--- config.mk ---
export PLATFORM = sky130hd
export DESIGN_NAME = adc_burst_percent_averager
export DESIGN_NICKNAME = d
export VERILOG_FILES = /design/src/abpa_pkg.sv /design/src/abpa_div.sv /design/src/abpa_dp.sv /design/src/abpa_ctrl.sv /design/src/adc_burst_percent_averager.sv
export SDC_FILE = /design/constraint.sdc
export NUM_CORES = 1
export LEC_CHECK = 0
export BUFFER_PORTS_ARGS = -buffer_cell sky130_fd_sc_hd__buf_2
export CORE_MARGIN = 2
export CORE_UTILIZATION = 56
export CTS_CLUSTER_SIZE = 10
export DETAILED_ROUTE_END_ITERATION = 10
export PLACE_DENSITY = 0.85
export SLEW_MARGIN = 20
export SYNTH_ARGS = -nofsm -noshare
export SYNTH_HDL_FRONTEND = slang
export SYNTH_HIERARCHICAL = 1
export SYNTH_SLANG_ARGS = --single-unit
--- constraint.sdc ---
create_clock -name clk -period 5.3 [get_ports clk]
set_clock_uncertainty 0.05 [all_clocks]
set_input_delay 0.795 -clock clk [delete_from_list [all_inputs] [get_ports clk]]
set_output_delay 0.795 -clock clk [all_outputs]
set_load 0.05 [all_outputs]
--- src/abpa_pkg.sv ---
`default_nettype none

package abpa_pkg;

    localparam int CH_W       = 4;
    localparam int RAW_W      = 32;
    localparam int FS_W       = 16;
    localparam int AVG_W      = 7;
    localparam int KEPT_W     = 11;
    localparam int Q_W        = 7;
    localparam int PCT_W      = 23;
    localparam int CFG_IDX_W  = 1;
    localparam int CFG_DATA_W = 16;

    localparam int PERCENT_FULL  = 100;
    localparam int MAX_BURST_DEF = 1024;

    localparam logic [CH_W-1:0] CH_SEL_RESET = 4'd0;
    localparam logic [FS_W-1:0] FS_RESET     = 16'd3350;

    localparam logic [CFG_IDX_W-1:0] REG_CHANNEL_SELECT = 1'd0;
    localparam logic [CFG_IDX_W-1:0] REG_FULL_SCALE     = 1'd1;

    typedef struct packed {
        logic capture;
        logic start_pct;
        logic start_avg;
        logic add_full;
        logic add_quot;
        logic load_out;
    } ctl_cmd_t;

    typedef struct packed {
        logic keep;
        logic clamp;
        logic last;
        logic count_zero;
        logic div_done;
        logic out_free;
    } dp_stat_t;

endpackage

`default_nettype wire

--- src/abpa_div.sv ---
`default_nettype none

module abpa_div #(
    parameter int DIV_W = 24,
    parameter int DVS_W = 16
) (
    input  wire logic                    clk,
    input  wire logic                    rst_n,
    input  wire logic                    start,
    input  wire logic [DIV_W-1:0]        dividend,
    input  wire logic [DVS_W-1:0]        divisor,
    output logic                         done,
    output logic [abpa_pkg::Q_W-1:0]     quotient
);

    localparam int STEP_W = $clog2(abpa_pkg::Q_W);

    logic                      busy_reg, busy_next;
    logic                      done_reg, done_next;
    logic [STEP_W-1:0]         step_reg, step_next;
    logic [DIV_W-1:0]          rem_reg, rem_next;
    logic [DIV_W-1:0]          dvs_reg, dvs_next;
    logic [abpa_pkg::Q_W-1:0]  q_reg, q_next;
    logic                      ge;

    assign ge = rem_reg >= dvs_reg;

    always_comb
    begin
        busy_next = busy_reg;
        done_next = 1'b0;
        step_next = step_reg;
        rem_next  = rem_reg;
        dvs_next  = dvs_reg;
        q_next    = q_reg;
        if (start)
        begin
            busy_next = 1'b1;
            step_next = '0;
            rem_next  = dividend;
            dvs_next  = DIV_W'(divisor) << (abpa_pkg::Q_W - 1);
        end
        else if (busy_reg)
        begin
            rem_next = ge ? (rem_reg - dvs_reg) : rem_reg;
            q_next   = {q_reg[abpa_pkg::Q_W-2:0], ge};
            dvs_next = dvs_reg >> 1;
            if (step_reg == STEP_W'(abpa_pkg::Q_W - 1))
            begin
                busy_next = 1'b0;
                done_next = 1'b1;
            end
            else
            begin
                step_next = step_reg + 1'b1;
            end
        end
    end

    always_ff @(posedge clk or negedge rst_n)
    begin
        if (!rst_n)
        begin
            busy_reg <= 1'b0;
            done_reg <= 1'b0;
            step_reg <= '0;
        end
        else
        begin
            busy_reg <= busy_next;
            done_reg <= done_next;
            step_reg <= step_next;
        end
    end

    always_ff @(posedge clk)
    begin
        rem_reg <= rem_next;
        dvs_reg <= dvs_next;
        q_reg   <= q_next;
    end

    assign done     = done_reg;
    assign quotient = q_reg;

endmodule

`default_nettype wire

--- src/abpa_dp.sv ---
`default_nettype none

module abpa_dp #(
    parameter int MAX_BURST = abpa_pkg::MAX_BURST_DEF,
    parameter int CNT_W     = 11,
    parameter int SUM_W     = 17,
    parameter int DVS_W     = 16,
    parameter int DIV_W     = 24
) (
    input  wire logic                              clk,
    input  wire logic                              rst_n,
    input  wire logic                              cfg_we,
    input  wire logic [abpa_pkg::CFG_IDX_W-1:0]    cfg_addr,
    input  wire logic [abpa_pkg::CFG_DATA_W-1:0]   cfg_wdata,
    input  wire logic [abpa_pkg::CH_W-1:0]         channel,
    input  wire logic [abpa_pkg::RAW_W-1:0]        raw_sample,
    input  wire logic                              last_sample,
    input  wire logic                              out_ready,
    output logic                                   out_valid,
    output logic [abpa_pkg::AVG_W-1:0]             average_percent,
    output logic [abpa_pkg::KEPT_W-1:0]            kept_count,
    input  wire abpa_pkg::ctl_cmd_t                cmd,
    output abpa_pkg::dp_stat_t                     stat
);

    logic [abpa_pkg::CH_W-1:0]    sel_reg, sel_next;
    logic [abpa_pkg::FS_W-1:0]    fs_reg, fs_next;
    logic [abpa_pkg::CH_W-1:0]    ch_reg;
    logic [abpa_pkg::RAW_W-1:0]   raw_reg;
    logic                         last_reg;
    logic [SUM_W-1:0]             sum_reg, sum_next;
    logic [CNT_W-1:0]             cnt_reg, cnt_next;
    logic                         out_valid_reg, out_valid_next;
    logic [abpa_pkg::AVG_W-1:0]   avg_reg;
    logic [abpa_pkg::KEPT_W-1:0]  kept_reg;

    logic [abpa_pkg::RAW_W-1:0]   mag;
    logic [abpa_pkg::PCT_W-1:0]   pct_dvd;
    logic                         div_start;
    logic [DIV_W-1:0]             div_dvd;
    logic [DVS_W-1:0]             div_dvs;
    logic                         div_done;
    logic [abpa_pkg::Q_W-1:0]     div_q;

    assign mag     = raw_reg[abpa_pkg::RAW_W-1] ? (abpa_pkg::RAW_W'(0) - raw_reg) : raw_reg;
    assign pct_dvd = abpa_pkg::PCT_W'(mag[abpa_pkg::FS_W-1:0])
                     * abpa_pkg::PCT_W'(abpa_pkg::PERCENT_FULL);

    assign div_start = cmd.start_pct | cmd.start_avg;
    assign div_dvd   = cmd.start_avg ? DIV_W'(sum_reg) : DIV_W'(pct_dvd);
    assign div_dvs   = cmd.start_avg ? DVS_W'(cnt_reg) : DVS_W'(fs_reg);

    abpa_div #(
        .DIV_W (DIV_W),
        .DVS_W (DVS_W)
    ) u_div (
        .clk      (clk),
        .rst_n    (rst_n),
        .start    (div_start),
        .dividend (div_dvd),
        .divisor  (div_dvs),
        .done     (div_done),
        .quotient (div_q)
    );

    always_comb
    begin
        stat.keep       = (ch_reg == sel_reg) && (raw_reg != '0)
                          && (cnt_reg < CNT_W'(MAX_BURST));
        stat.clamp      = mag >= abpa_pkg::RAW_W'(fs_reg);
        stat.last       = last_reg;
        stat.count_zero = cnt_reg == '0;
        stat.div_done   = div_done;
        stat.out_free   = !out_valid_reg || out_ready;
    end

    always_comb
    begin
        sel_next = sel_reg;
        fs_next  = fs_reg;
        if (cfg_we)
        begin
            case (cfg_addr)
                abpa_pkg::REG_CHANNEL_SELECT: sel_next = cfg_wdata[abpa_pkg::CH_W-1:0];
                abpa_pkg::REG_FULL_SCALE:     fs_next  = cfg_wdata[abpa_pkg::FS_W-1:0];
                default:                      sel_next = sel_reg;
            endcase
        end
    end

    always_comb
    begin
        sum_next = sum_reg;
        cnt_next = cnt_reg;
        if (cmd.load_out)
        begin
            sum_next = '0;
            cnt_next = '0;
        end
        else if (cmd.add_full)
        begin
            sum_next = sum_reg + SUM_W'(abpa_pkg::PERCENT_FULL);
            cnt_next = cnt_reg + 1'b1;
        end
        else if (cmd.add_quot)
        begin
            sum_next = sum_reg + SUM_W'(div_q);
            cnt_next = cnt_reg + 1'b1;
        end
    end

    always_comb
    begin
        out_valid_next = out_valid_reg;
        if (cmd.load_out)
            out_valid_next = 1'b1;
        else if (out_ready)
            out_valid_next = 1'b0;
    end

    always_ff @(posedge clk or negedge rst_n)
    begin
        if (!rst_n)
        begin
            sel_reg       <= abpa_pkg::CH_SEL_RESET;
            fs_reg        <= abpa_pkg::FS_RESET;
            sum_reg       <= '0;
            cnt_reg       <= '0;
            out_valid_reg <= 1'b0;
        end
        else
        begin
            sel_reg       <= sel_next;
            fs_reg        <= fs_next;
            sum_reg       <= sum_next;
            cnt_reg       <= cnt_next;
            out_valid_reg <= out_valid_next;
        end
    end

    always_ff @(posedge clk)
    begin
        if (cmd.capture)
        begin
            ch_reg   <= channel;
            raw_reg  <= raw_sample;
            last_reg <= last_sample;
        end
        if (cmd.load_out)
        begin
            avg_reg  <= (cnt_reg == '0) ? '0 : abpa_pkg::AVG_W'(div_q);
            kept_reg <= abpa_pkg::KEPT_W'(cnt_reg);
        end
    end

    assign out_valid       = out_valid_reg;
    assign average_percent = avg_reg;
    assign kept_count      = kept_reg;

endmodule

`default_nettype wire

--- src/abpa_ctrl.sv ---
`default_nettype none

module abpa_ctrl (
    input  wire logic                  clk,
    input  wire logic                  rst_n,
    input  wire logic                  in_valid,
    output logic                       in_ready,
    input  wire abpa_pkg::dp_stat_t    stat,
    output abpa_pkg::ctl_cmd_t         cmd
);

    typedef enum logic [5:0] {
        S_IDLE = 6'b000001,
        S_EVAL = 6'b000010,
        S_DIVP = 6'b000100,
        S_FIN  = 6'b001000,
        S_DIVA = 6'b010000,
        S_OUT  = 6'b100000
    } state_t;

    state_t state_reg, state_next;

    assign in_ready = state_reg == S_IDLE;

    always_comb
    begin
        state_next = state_reg;
        cmd        = '0;
        case (state_reg)
            S_IDLE:
            begin
                if (in_valid)
                begin
                    cmd.capture = 1'b1;
                    state_next  = S_EVAL;
                end
            end
            S_EVAL:
            begin
                if (stat.keep && !stat.clamp)
                begin
                    cmd.start_pct = 1'b1;
                    state_next    = S_DIVP;
                end
                else
                begin
                    cmd.add_full = stat.keep;
                    state_next   = stat.last ? S_FIN : S_IDLE;
                end
            end
            S_DIVP:
            begin
                if (stat.div_done)
                begin
                    cmd.add_quot = 1'b1;
                    state_next   = stat.last ? S_FIN : S_IDLE;
                end
            end
            S_FIN:
            begin
                if (stat.count_zero)
                    state_next = S_OUT;
                else
                begin
                    cmd.start_avg = 1'b1;
                    state_next    = S_DIVA;
                end
            end
            S_DIVA:
            begin
                if (stat.div_done)
                    state_next = S_OUT;
            end
            S_OUT:
            begin
                // hold until the output register is free
                if (stat.out_free)
                begin
                    cmd.load_out = 1'b1;
                    state_next   = S_IDLE;
                end
            end
            default:
            begin
                state_next = S_IDLE;
            end
        endcase
    end

    always_ff @(posedge clk or negedge rst_n)
    begin
        if (!rst_n)
            state_reg <= S_IDLE;
        else
            state_reg <= state_next;
    end

endmodule

`default_nettype wire

--- src/adc_burst_percent_averager.sv ---
// Per request: a skipped or clamped sample is only evaluated; a kept, unclamped one also
// needs the percent division in the shared one-bit-per-cycle restoring divider.
// A last request then runs the average division unless the burst is empty; the result
// waits for a free output register and sits there while the next requests are taken.
// Reset (asynchronous, active low) clears sum, count and output valid, and sets
// channel_select to 0 and full_scale to 3350.
`default_nettype none

module adc_burst_percent_averager #(
    parameter int MAX_BURST = abpa_pkg::MAX_BURST_DEF
) (
    input  wire logic                              clk,
    input  wire logic                              rst_n,
    input  wire logic                              cfg_we,
    input  wire logic [abpa_pkg::CFG_IDX_W-1:0]    cfg_addr,
    input  wire logic [abpa_pkg::CFG_DATA_W-1:0]   cfg_wdata,
    input  wire logic                              in_valid,
    output logic                                   in_ready,
    input  wire logic [abpa_pkg::CH_W-1:0]         channel,
    input  wire logic [abpa_pkg::RAW_W-1:0]        raw_sample,
    input  wire logic                              last_sample,
    output logic                                   out_valid,
    input  wire logic                              out_ready,
    output logic [abpa_pkg::AVG_W-1:0]             average_percent,
    output logic [abpa_pkg::KEPT_W-1:0]            kept_count
);

    localparam int CNT_W  = $clog2(MAX_BURST + 1);
    localparam int SUM_W  = $clog2(abpa_pkg::PERCENT_FULL * MAX_BURST + 1);
    localparam int DVS_W  = (abpa_pkg::FS_W > CNT_W) ? abpa_pkg::FS_W : CNT_W;
    localparam int DIV_A  = (abpa_pkg::PCT_W > SUM_W) ? abpa_pkg::PCT_W : SUM_W;
    localparam int DIV_W  = (DIV_A > DVS_W + abpa_pkg::Q_W) ? DIV_A : DVS_W + abpa_pkg::Q_W;

    abpa_pkg::ctl_cmd_t cmd;
    abpa_pkg::dp_stat_t stat;

    abpa_ctrl u_ctrl (
        .clk      (clk),
        .rst_n    (rst_n),
        .in_valid (in_valid),
        .in_ready (in_ready),
        .stat     (stat),
        .cmd      (cmd)
    );

    abpa_dp #(
        .MAX_BURST (MAX_BURST),
        .CNT_W     (CNT_W),
        .SUM_W     (SUM_W),
        .DVS_W     (DVS_W),
        .DIV_W     (DIV_W)
    ) u_dp (
        .clk             (clk),
        .rst_n           (rst_n),
        .cfg_we          (cfg_we),
        .cfg_addr        (cfg_addr),
        .cfg_wdata       (cfg_wdata),
        .channel         (channel),
        .raw_sample      (raw_sample),
        .last_sample     (last_sample),
        .out_ready       (out_ready),
        .out_valid       (out_valid),
        .average_percent (average_percent),
        .kept_count      (kept_count),
        .cmd             (cmd),
        .stat            (stat)
    );

endmodule

`default_nettype wire
Word-level counts from Yosys, hierarchy flattened
Index checks and enable logic that the tools add are counted.
{"block": "word_totals", "input_bits": 59, "regBits": 167, "word_cells": 107, "out_inout_bits": 20}
{"block": "op_classes", "order_cmp": 3, "n_reduce_logical": 18, "n_bitwise": 3, "n_mul": 1, "n_eq_ne": 13, "muxes": 45, "add_sub_neg": 6}
{"op": "two-way mux 23 bit", "n": 4}
{"op": "two-way mux 17 bit", "n": 3}
{"op": "two-way mux 22 bit", "n": 2}
{"op": "two-way mux 6 bit", "n": 6}
{"op": "one-hot mux 6 bit (6 select lines)", "n": 1}
{"op": "two-way mux 11 bit", "n": 3}
{"op": ">= comparator 32 x 16 -> 1 bit", "n": 1}
{"op": "two-way mux 32 bit", "n": 1}
{"op": "nonzero test 32 bit", "n": 1}
{"op": "subtractor 1 x 32 -> 32 bit (first input constant)", "n": 1}
{"op": ">= comparator 23 x 22 -> 1 bit", "n": 1}
{"op": "subtractor 23 x 22 -> 23 bit", "n": 1}
{"op": "multiplier 16 x 5 -> 21 bit (second input constant)", "n": 1}
{"op": "two-way mux 1 bit", "n": 20}
{"op": "adder 17 x 7 -> 17 bit", "n": 1}
{"op": "adder 17 x 7 -> 17 bit (second input constant)", "n": 1}
{"op": "two-way mux 16 bit", "n": 1}
{"op": "adder 11 x 1 -> 11 bit (second input constant)", "n": 1}
{"op": "zero test 11 bit", "n": 1}
{"op": "less-than comparator 11 bit (second input constant)", "n": 1}
{"op": "AND reduction 2 bit", "n": 5}
{"op": "two-way mux 3 bit", "n": 3}
{"op": "equality test 6 x 1 -> 1 bit (second input constant)", "n": 1}
{"op": "equality test 6 x 2 -> 1 bit (second input constant)", "n": 1}
{"op": "other kinds (18)", "n": 27}

Longest topological paths before layout
Gate-level depths: netlist of run 1.
{"block": "logic_depth", "word_depth": 10, "mapped_depth": 23, "mapped_depth_nobuf": 23}

Modules after synthesis
The synthesis of run 1 kept the hierarchy.
{"mod": "abpa_dp", "cells_per_inst": 745, "instances": 1, "seq_area_each_um2": 2885.3, "area_each_um2": 7394.6}
{"mod": "abpa_div", "cells_per_inst": 387, "instances": 1, "seq_area_each_um2": 1626.6, "area_each_um2": 3673.5}
{"mod": "abpa_ctrl", "cells_per_inst": 54, "instances": 1, "seq_area_each_um2": 151.4, "area_each_um2": 450.4}

Worst setup path after synthesis of run 1
Ideal clock, no wire load.
{"block": "synth_path", "kind": "register to register", "startpoint": "register u_dp/raw_reg[9] (netlist bit)", "endpoint": "register u_dp.cnt_reg[10]", "required_ns": 5.118, "n_path_buf": 1, "path_stages_with_launch": 22, "path_slack_ns": -0.058, "arrival_time_ns": 5.176, "synth_period_minus_slack_ns": 5.358, "setup_ns": 0.132, "cell_sequence": "edfxtp_1 or4_4 or4_4 or2_1 buf_6 nand2_1 xnor2_1 ha_1 and4_1 a211oi_1 nand4_1 or4_1 nor4_2 nand4_1 and3_1 nor2_1 nand2_1 and3_1 and4_1 nand3_1 xor2_1 nor2_1"}
{"item": "start, declared", "line_no": "abpa_dp.sv:29", "source": "logic [abpa_pkg::RAW_W-1:0] raw_reg;"}
{"item": "start signal, assigned", "line_no": "abpa_dp.sv:146", "source": "raw_reg <= raw_sample;"}
{"item": "end signal, assigned", "line_no": "abpa_dp.sv:136", "source": "cnt_reg <= cnt_next;"}
{"item": "end, declared", "line_no": "abpa_dp.sv:32", "source": "logic [CNT_W-1:0] cnt_reg, cnt_next;"}

==> metrics.md, run 1 <==
| Metric | Value |
|---|---|
| Top cell by count, worst path | `or4_4` |
| Drt drc | `0` |
| Max FFs per register | `32` |
| Crit path max-delay family | `simple AND/OR/NAND/NOR gates` |
| Number of flops mapped to enable cells by yosys | `101` |
| CP bufs+invs | `2` |
| Final wirelength | `28800 µm` |
| Post-synthesis net count | `1358` |
| Pins Over Slew Limit | `0` |
| Post-route ant nets | `0` |
| Final-stage net count | `1467` |
| DR vias | `9681` |
| Startpoint Class | `register` |
| Setup CP Type | `reg -> reg` |
| Largest net degree at the start of global routing | `61` |
| Most frequent cells in the layout | `nand2_1, inv_1, edfxtp_1` |
| Syn_area_per_cell | `9.71 µm²` |
| Post-route minimum period | `5.22 ns` |
| Core Region | `0.0202 mm²` |
| I/O pin count | `79` |
| Ant. Diodes | `0` |
| Req. time, crit path | `5.52 ns` |
| DR vias/cell | `6.13` |
| H-tree levels | `4` |
| Seq/Total Area, Yosys | `40.5%` |
| Period utilization | `98.5%` |
| First-pass GRT wire length | `45900 µm` |
| Port buffer count | `78` |
| Synth cell types | `95` |
| Worst-Margin Slew | `1.02 ns` |
| Number of DRC markers in iteration 0 | `967` |
| Max transition margin | `31.8%` |
| Die area | `0.0217 mm²` |
| Commonest non-fill, non-tap cell in the layout | `nand2_1` |
| Placed Area | `0.0124 mm²` |
| WP data arrival | `5.44 ns` |
| Hold Vio Cnt, Final | `0` |
| Crit. End Element | `register` |
| Largest stage delay, worst path | `0.57 ns` |
| CTS buffer count | `17` |
| Pleak | `5.62 nW` |
| Synthesis Warnings | `6` |
| Post-DP HPWL | `20300 µm` |
| CTS Root Cell | `clkbuf_16` |
| CP Max Fanout | `7` |
| Die Span Y | `147 µm` |
| Clock latency at the later pin of the worst-skew pair | `0.44 ns` |
| Design Area, Final | `0.0133 mm²` |
| Synth Register Bits | `167` |
| Share of cells above drive strength 1 | `20.0%` |
| Maximum vdd drop | `477 µV` |
| Starting Density | `56.9%` |
| Reg clk slew, reported paths | `0.07 ns` |
| Grt ovf | `0` |
| Cell breakdown of the critical path | `or4_4 > or4_4 > or2_4 > nand2_2 > xnor2_2 > ha_1 > and4_4 > nand2_1 > or3_1 > nand4_1 > or4_4 > nor4_2 > nand4_1 > and3_4 > inv_1 > nor3_1 > nand2_1 > nand3_4 > buf_4 > o31ai_1 > a21oi_1` |
| Synth-to-layout area growth | `15.1%` |
| Vias in the first global route | `9390` |
| Avg WL per Cell | `18.3 µm` |
| Max Clk Rate | `0.192 GHz` |
| Cells after Synth | `1186` |
| Final Setup Violations | `0` |
| CTS Sinks | `167` |
| Worst path slowest cell | `or4_4` |
| Setup TNS | `0 ns` |
| Placed insts | `1536` |
| Power Total | `8.71 mW` |
| Maximum clock path buffer count | `2` |
| Detailed Routing Iterations Pass 1 | `8` |
| Antenna violations before repair | `0` |
| Worst Hold Class | `reg -> reg` |
| TritonCTS clock tree | `done` |
| Final Non-Filler Cells | `1578` |
| Post-synth ARST share | `35.9%` |
| Outcome | `finished, final reports clean` |
| Gpl congestion | `0.908` |
| Top FF cell, synth | `edfxtp_1` |
| FP Rows | `52` |
| Post-Syn Area | `0.0115 mm²` |
| Max-cap viol count | `0` |
| Hold_buf cts | `0` |
| Gr usage total | `26.2%` |
| Die Wd | `147 µm` |
| Cell Pwr Density | `657 mW/mm²` |
-- cell type report --
type                            instances  area (µm²)
Inverter                              114         432
Clock buffer                           17         425
Sequential cell                       167        4660
Tap cell                              270         338
Timing Repair Buffer                  125         776
Fill cell                            1399        6970
Multi-Input combinational cell        870        6430
Clock inverter                         15         203
-- stage by stage --
stage | worst slack (ns) | hold WS, ns | utilization [%]
after floorplan | 0.0180 | 0.395 | -
after global routing | -0.0846 | 0.463 | 65.5
after detailed placement | -0.115 | 0.431 | 61.2
final | 0.0793 | 0.447 | 65.5
after CTS | 0.00214 | 0.448 | 64.7
after global placement | 0.123 | 0.422 | 61.2
-- kinds of logic (layout without fill, tap and decap cells) --
kind of cell,count (synthesis),count (layout),synth area share [%]
fa+ha+maj,114,114,13.1
buf+inv,149,271,5.20
mux,44,44,4.17
flops,167,167,40.5
xor+xnor,62,62,4.71
simple gates,375,375,16.3
compound gates,275,275,15.9
-- worst register-to-register path, stage by stage (launching register included) --
cell and delay, ns:
edfxtp_1 0.38, or4_4 0.57, or4_4 0.57, or2_4 0.28
nand2_2 0.09, xnor2_2 0.13, ha_1 0.28, and4_4 0.21
nand2_1 0.12, or3_1 0.14, nand4_1 0.10, or4_4 0.43
nor4_2 0.14, nand4_1 0.24, and3_4 0.28, inv_1 0.08
nor3_1 0.06, nand2_1 0.15, nand3_4 0.14, buf_4 0.19
o31ai_1 0.29, a21oi_1 0.13
-- where the power goes --
part	switching, mW	leakage, nW	internal (mW)
Clock	0.600	0.304	0.686
Sequential	0.302	1.72	1.81
Combinational	3.06	3.60	2.26
-- cells in the mapped netlist (5+ instances only) --
master    instances  share of area, %
a21oi_1          67               2.9
inv_1           114               3.7
or3_1            14              0.76
nor2b_1          12              0.65
o21a_1           10              0.65
nand4_1           9              0.49
nand2_1         124               4.0
xor2_1           20               1.5
ha_1            101                11
a31oi_1           6              0.33
clkbuf_1         20              0.65
dfstp_2           7               1.6
a211oi_1         10              0.65
fa_1             12               2.1
o21ai_1           8              0.35
and2_1           13              0.71
nor2_1           84               2.7
nand3_1          23               1.0
dfxtp_1           6               1.0
o211ai_1          5              0.33
mux2i_1          12               1.0
a21o_1           21               1.4
nand2b_1         11              0.60
mux2_2           31               3.0
and3_1            9              0.49
or4_1            10              0.65
nand4b_1          5              0.38
or2_2             7              0.38
buf_1             6              0.20
edfxtp_1        101                26
xnor2_1          42               3.2
dfrtp_1          53                12
o21ai_0          72               3.1
nor3_1           19              0.83
o31ai_1          16               1.0
nor4_1            6              0.33
-- path summary, 6_finish.rpt --
path                                             startpoint                          endpoint  slack, ns  depth (start not counted)
setup / recovery                  u_dp/raw_reg[8]$_DFFE_PP_      u_dp/sum_reg[11]$_DFFE_PN0P_       0.08                         21
hold / removal             u_dp/u_div/quotient[2]$_DFFE_PP_  u_dp/u_div/quotient[3]$_DFFE_PP_       0.45                          0
setup reg to reg                  u_dp/raw_reg[8]$_DFFE_PP_      u_dp/sum_reg[11]$_DFFE_PN0P_       0.08                         21
hold reg to reg            u_dp/u_div/quotient[2]$_DFFE_PP_  u_dp/u_div/quotient[3]$_DFFE_PP_       0.45                          0
max in group asynchronous                             rst_n       u_dp/fs_reg[12]$_DFFE_PN0P_       4.20                          2
min in group asynchronous                             rst_n        u_dp/out_valid$_DFFE_PN0P_       0.47                          2
-- layer usage --
metal / wire [µm] / share of wire [%] / global-route usage, %
met1: 11600 / 40 / 33.7
met2: 13900 / 48 / 44.3
met3: 2090 / 7.2 / 3.80
met4: 1180 / 4.1 / 11.3
met5: 0 / 0 / 0
-- repair_timing --
item / CTS / global route
setup endpoints to repair: 14 / 94
gates resized for setup: 14 / 27
cloned: 0 / 0
pin swaps: 5 / 19
endpoints found under the hold margin: 0 / 0
setup buffers: 4 / 6
Note: power is estimated with default switching activity, not from simulation.
==> inputs of run 2 (changes only) <==
ABC_AREA = 1   (was unset)
PLACE_DENSITY = 0.84   (was 0.85)
==> metrics.md, run 2 <==
| Metric | Value |
|---|---|
| Outcome | `finished, final reports clean` |
| Die area | `0.0234 mm² (+7.5%)` |
| Synth Register Bits | `167 (unchanged)` |
| Gpl congestion | `0.957 (+5.5%)` |
| Post-synth ARST share | `35.9% (unchanged)` |
| Share of cells above drive strength 1 | `13.0% (-7.1 points)` |
| Drt drc | `0 (unchanged)` |
| Max-cap viol count | `0 (unchanged)` |
| First-pass GRT wire length | `49100 µm (+7.0%)` |
| Crit path max-delay family | `simple AND/OR/NAND/NOR gates` |
| Starting Density | `57.0% (+0.12 points)` |
| Max Clk Rate | `0.213 GHz (+11%)` |
| Die Wd | `153 µm (+3.7%)` |
| Commonest non-fill, non-tap cell in the layout | `nand2_1` |
| DR vias | `11001 (+14%)` |
| Max FFs per register | `32 (unchanged)` |
| FF-to-FF Start | `u_dp/raw_reg[0]$_DFFE_PP_` |
| Req. time, crit path | `5.49 ns (-0.03 ns)` |
| Post-route minimum period | `4.70 ns (-0.522 ns)` |
| Synth-to-layout area growth | `10.4%` |
| Post_cts resized | `0 (-14)` |
| FP Rows | `54 (+3.8%)` |
| CTS Sinks | `167 (unchanged)` |
| Final Setup Violations | `0 (unchanged)` |
| Post-route ant nets | `0 (unchanged)` |
| Setup TNS | `0 ns (unchanged)` |
| Synthesis Warnings | `6 (unchanged)` |
| Worst path slowest cell | `nor2_1` |
| Largest net degree at the start of global routing | `61 (unchanged)` |
| Top-area cell type share of the netlist area | `24.4% (-1.9 points)` |
| Cell breakdown of the critical path | `inv_1 > ha_1 > nand2_4 > nor2_4 > nand2_1 > nand2_2 > xor2_1 > ha_1 > nand2_1 > o21ai_0 > a21oi_1 > nand2_1 > nor2_1 > nand3_1 > nor2_1 > nand3_1 > inv_1 > nand2_1 > nor2_1 > or2_2 > nor2_1 > inv_1 > o21ai_0` |
| Top-count cell post-synth | `nand2_1` |
| Vias in the first global route | `10489 (+12%)` |
| CP bufs+invs | `3 (+1)` |
| Maximum clock path buffer count | `2 (unchanged)` |
| Top FF cell, synth | `edfxtp_1` |
| Setup bufs post-CTS | `0 (-4)` |
| Startpoint Class | `register` |
| CP Max Fanout | `23 (+16)` |
| Detailed Routing Iterations Pass 1 | `9 (+1)` |
| Synth cell types | `57 (-40%)` |
| Final Non-Filler Cells | `2017 (+28%)` |
| H-tree levels | `4 (unchanged)` |
| Setup CP Type | `reg -> reg` |
| Number of flops mapped to enable cells by yosys | `101 (unchanged)` |
| Period utilization | `88.7% (-9.8 points)` |
| Ranking of synthesized cells by area | `edfxtp_1, nand2_1, dfrtp_1` |
| Pins Over Slew Limit | `0 (unchanged)` |
| Syn_area_per_cell | `7.55 µm² (-22%)` |
| Post-DP HPWL | `23100 µm (+14%)` |
| Cell Pwr Density | `585 mW/mm² (-11%)` |
| Worst Hold Class | `reg -> reg` |
| CTS buffer count | `17 (unchanged)` |
| Max transition margin | `32.1% (+0.31 points)` |
| Pleak | `6.89 nW (+22%)` |
| Clock latency at the later pin of the worst-skew pair | `0.44 ns (about the same)` |
| Gr usage total | `25.7% (-0.45 points)` |
| Crit. End Element | `register` |
| Largest area contributor in the netlist | `edfxtp_1` |
| Most frequent cells after synthesis | `nand2_1, inv_1, nor2_1` |
| Hold_buf cts | `0 (unchanged)` |
| Seq/Total Area, Yosys | `37.6% (-2.9 points)` |
| Core Region | `0.0218 mm² (+7.5%)` |
| Worst Setup SP | `u_dp/raw_reg[0]$_DFFE_PP_` |
| Post-Syn Area | `0.0124 mm² (+7.7%)` |
| Avg WL per Cell | `14.8 µm (-19%)` |
| Port buffer count | `78 (unchanged)` |
| Number of DRC markers in iteration 0 | `909 (-6.0%)` |
| Placed insts | `1985 (+29%)` |
| Final-stage net count | `1896 (+29%)` |
| Hold Vio Cnt, Final | `0 (unchanged)` |
| Grt ovf | `0 (unchanged)` |
| WP data arrival | `4.89 ns (-0.55 ns)` |
| Cells after Synth | `1644 (+39%)` |
| Largest stage delay, worst path | `0.50 ns (-0.07 ns)` |
| Hold Path Origin | `u_dp/fs_reg[3]$_DFFE_PN0P_` |
| Maximum vdd drop | `351 µV (-26%)` |
| Final wirelength | `29900 µm (+3.8%)` |
| TritonCTS clock tree | `done` |
| Post-synthesis net count | `1816 (+34%)` |
| Ant. Diodes | `0 (unchanged)` |
| Die Span Y | `153 µm (+3.7%)` |
| CTS Root Cell | `clkbuf_16` |
| Reg clk slew, reported paths | `0.07 ns (about the same)` |
| Most frequent cells in the layout | `nand2_1, inv_1, nor2_1` |
| RSZ-0062 raised after global routing | `no` |
| I/O pin count | `79 (unchanged)` |
| DR vias/cell | `5.45 (-11%)` |
| Antenna violations before repair | `0 (unchanged)` |
| Worst-Margin Slew | `1.02 ns (-0.00708 ns)` |
## run 2: power by group
part	internal, mW	switching, mW	total [mW]
clock	0.628	0.579	1.21
sequential	1.74	0.166	1.91
combinational	1.74	3.16	4.90
total	4.11	3.91	8.02
## run 2: layout make-up
cell class,count,area (µm²)
fill,1870,8060
sequential,167,4660
clock inverter,15,158
tap,280,350
multi-input combinational,1149,6490
clock buffer,17,425
inverter,300,1130
timing repair buffer,89,473
## run 2: final timing paths
path	endpoint	slack [ns]	depth (start not counted)
setup / recovery	u_dp/u_div/dvs_reg[14]$_DFFE_PP_	0.60	23
hold / removal	u_dp/fs_reg[3]$_DFFE_PN0P_	0.45	2
setup reg to reg	u_dp/u_div/dvs_reg[14]$_DFFE_PP_	0.60	23
hold reg to reg	u_dp/fs_reg[3]$_DFFE_PN0P_	0.45	2
max in group asynchronous	u_dp/fs_reg[7]$_DFFE_PN0P_	4.18	2
min in group asynchronous	u_dp/sum_reg[1]$_DFFE_PN0P_	0.48	2
## run 2: layer usage
metal	share of wire (%)	vias to the layer above	wire, µm	track usage [%]
met5	0	-	0	0
met4	2.9	0	855	9.92
met3	6.6	71	1980	3.35
met2	47	416	14100	43.2
met1	43	5081	13000	34.1
li1	-	5433	-	-
## run 2: cells by family after synthesis
family / share of synthesized area [%]
adder cells (fa/ha/maj): 12.1
XOR/XNOR: 1.69
buffers and inverters: 10.2
AO/OA/AOI/OAI: 9.19
flip-flops: 37.6
AND/OR/NAND/NOR: 29.2
## run 2: through the flow
stage / setup WS, ns / area, µm² / hold slack, ns / power [mW] / utilization [%]
2_1_floorplan: 1.25 / 12400 / 0.396 / 5.61 / -
3_3_place_gp: 0.826 / 13100 / 0.417 / 6.62 / 60.3
3_5_place_dp: 0.745 / 13100 / 0.425 / 6.73 / 60.3
4_1_cts: 0.664 / 13700 / 0.447 / 7.97 / 63.0
5_1_grt: 0.158 / 13700 / 0.459 / 8.80 / 63.0
6_report: 0.601 / 13700 / 0.447 / 8.02 / 63.0
## run 2: worst min-delay path, cell delays in order, from the launching register on
cell	delay, ns
dfrtp_1	0.35
nand2_1	0.05
o21ai_0	0.06
==> inputs of run 3 (changes only) <==
RECOVER_POWER = 25   (was unset)
==> metrics.md, run 3 (synthesized netlist as in run 2, its figures left out) <==
| Metric | Value |
|---|---|
| Maximum clock path buffer count | `2 (unchanged)` |
| Number of DRC markers in iteration 0 | `906 (-0.33%)` |
| Final wirelength | `29800 µm (-0.30%)` |
| Reg clk slew, reported paths | `0.07 ns (about the same)` |
| Detailed Routing Iterations Pass 1 | `6 (-3)` |
| Worst Setup SP | `u_dp/raw_reg[0]$_DFFE_PP_` |
| Die Span Y | `153 µm (unchanged)` |
| Antenna violations before repair | `0 (unchanged)` |
| Cell breakdown of the critical path | `inv_1 > ha_1 > nand2_4 > nor2_4 > nand2_1 > nand2_2 > xor2_1 > ha_1 > nand2_1 > o21ai_0 > a21oi_1 > nand2_1 > nor2_1 > nand3_1 > nor2_1 > nand3_1 > inv_1 > nand2_1 > nor2_1 > or2_2 > nor2_1 > inv_1 > o21ai_0` |
| Starting Density | `57.0% (unchanged)` |
| Post_cts resized | `0 (unchanged)` |
| Hold Path Origin | `u_dp/out_valid$_DFFE_PN0P_` |
| Startpoint Class | `register` |
| Setup CP Type | `reg -> reg` |
| Final-stage net count | `1896 (unchanged)` |
| Flop2flop setup slack | `0.59 ns (about the same)` |
| WP data arrival | `4.90 ns (about the same)` |
| Pleak | `6.88 nW (about the same)` |
| FP Rows | `54 (unchanged)` |
| Area of the multi-input gates | `0.00649 mm² (unchanged)` |
| Largest stage delay, worst path | `0.52 ns (+0.02 ns)` |
| Post-layout util | `62.9% (about the same)` |
| Post-DP HPWL | `23100 µm (unchanged)` |
| Ant. Diodes | `0 (unchanged)` |
| Max transition margin | `-126% (-160 points)` |
| Max FFs per register | `32 (unchanged)` |
| CTS Sinks | `167 (unchanged)` |
| DR vias/cell | `5.45 (about the same)` |
| RSZ-0062 raised after global routing | `no` |
| Die area | `0.0234 mm² (unchanged)` |
| Gpl congestion | `0.957 (unchanged)` |
| Maximum vdd drop | `350 µV (-0.20%)` |
| Final Setup Violations | `0 (unchanged)` |
| Grt ovf | `0 (unchanged)` |
| FF/Latch Area | `0.00466 mm² (unchanged)` |
| Max Clk Rate | `0.212 GHz (-0.28%)` |
| CP Max Fanout | `23 (unchanged)` |
| Hold_buf cts | `0 (unchanged)` |
| FF-to-FF Start | `u_dp/raw_reg[0]$_DFFE_PP_` |
| Setup TNS | `0 ns (unchanged)` |
| Req. time, crit path | `5.49 ns (about the same)` |
| Worst-Margin Slew | `3.39 ns (+2.37 ns)` |
| Max-cap viol count | `1 (+1)` |
| Largest net degree at the start of global routing | `61 (unchanged)` |
| Fill cells | `1871 (+0.053%)` |
| Worst Reg-to-Reg Cells | `23 (unchanged)` |
| Worst path slowest cell | `nor2_1` |
| Most frequent cells in the layout | `nand2_1, inv_1, nor2_1` |
| Cell Pwr Density | `585 mW/mm² (about the same)` |
| CP bufs+invs | `3 (unchanged)` |
| Period utilization | `88.9% (+0.25 points)` |
| Gr usage total | `25.7% (unchanged)` |
| Outcome | `complete, but fails checks` |
| CTS Root Cell | `clkbuf_16` |
| Violated checks | `max-capacitance violations, max-slew violations` |
| TritonCTS clock tree | `done` |
| Core Region | `0.0218 mm² (unchanged)` |
| First-pass GRT wire length | `49100 µm (unchanged)` |
| Crit. End Element | `register` |
| Vias in the first global route | `10489 (unchanged)` |
| Hold Path Sink | `u_dp/out_valid$_DFFE_PN0P_` |
| Post-route ant nets | `0 (unchanged)` |
| Worst Hold Class | `reg -> reg` |
| Hold Path Depth | `2 (unchanged)` |
| Post-route minimum period | `4.71 ns (+0.0132 ns)` |
| Synth-to-layout area growth | `10.3% (about the same)` |
| Drt drc | `0 (unchanged)` |
| Port buffer count | `78 (unchanged)` |
| I/O pin count | `79 (unchanged)` |
| H-tree levels | `4 (unchanged)` |
| Clock latency at the later pin of the worst-skew pair | `0.43 ns (about the same)` |
| Avg WL per Cell | `14.8 µm (-0.30%)` |
| Hold_ws | `0.447 ns (-0.000575 ns)` |
| Share of cells above drive strength 1 | `12.9% (-0.058 points)` |
| Die Wd | `153 µm (unchanged)` |
| Setup bufs post-CTS | `0 (unchanged)` |
| Commonest non-fill, non-tap cell in the layout | `nand2_1` |
| Crit path max-delay family | `simple AND/OR/NAND/NOR gates` |
| CTS buffer count | `17 (unchanged)` |
| Pins Over Slew Limit | `61 (+61)` |
| Hold Vio Cnt, Final | `0 (unchanged)` |
| Crit Reg-Reg Endpoint | `u_dp/u_div/dvs_reg[14]$_DFFE_PP_` |
| DR vias | `10998 (-0.027%)` |
## run 3: per-layer routing
| layer | GRT usage [%] | wire, µm | vias to the layer above |
|---|---|---|---|
| li1 | - | - | 5435 |
| met2 | 43.2 | 14100 | 423 |
| met5 | 0 | 0 | - |
| met4 | 9.92 | 866 | 0 |
| met1 | 34.1 | 12900 | 5062 |
| met3 | 3.35 | 2050 | 78 |
## run 3: worst max-delay path by stage
stage                                             to  slack [ns]  cells past startpoint
global placement    u_dp/u_div/rem_reg[21]$_DFFE_PP_        0.83                     21
CTS                 u_dp/u_div/rem_reg[21]$_DFFE_PP_        0.66                     21
finish              u_dp/u_div/dvs_reg[14]$_DFFE_PP_        0.59                     23
global route        u_dp/u_div/dvs_reg[14]$_DFFE_PP_        0.16                     23
detailed placement  u_dp/u_div/rem_reg[21]$_DFFE_PP_        0.74                     21
floorplan           u_dp/u_div/rem_reg[21]$_DFFE_PP_        1.25                     21
## run 3: cell type report
type | instances | area share (%)
Sequential cell | 167 | 34.1
Clock inverter | 15 | 1.15
Clock buffer | 17 | 3.11
Multi-Input combinational cell | 1149 | 47.4
Tap cell | 280 | 2.56
Inverter | 300 | 8.26
Timing Repair Buffer | 89 | 3.43
## run 3: worst register-to-register path, stage by stage (launching register included)
cell and delay, ns:
edfxtp_1 0.44, inv_1 0.13, ha_1 0.22, nand2_4 0.11, nor2_4 0.12, nand2_1 0.07
nand2_2 0.10, xor2_1 0.36, ha_1 0.19, nand2_1 0.06, o21ai_0 0.20, a21oi_1 0.07
nand2_1 0.10, nor2_1 0.05, nand3_1 0.06, nor2_1 0.06, nand3_1 0.12, inv_1 0.07
nand2_1 0.15, nor2_1 0.08, or2_2 0.34, nor2_1 0.52, inv_1 0.51, o21ai_0 0.34
## run 3: metrics by stage
step                      power (mW)  setup WS (ns)  instance area (µm²)  std cells
final                           8.01          0.588                13700       2017
after global routing            8.80          0.158                13700       2017
after CTS                       7.97          0.664                13700       2017
after detailed placement        6.73          0.745                13100       1985
after global placement          6.62          0.826                13100       1985
after floorplan                 5.61           1.25                12400       1644
## run 3: power breakdown
part           switching (mW)  internal, mW  total, mW
logic                    3.15          1.74       4.89
registers               0.166          1.74       1.91
clock network           0.580         0.628       1.21
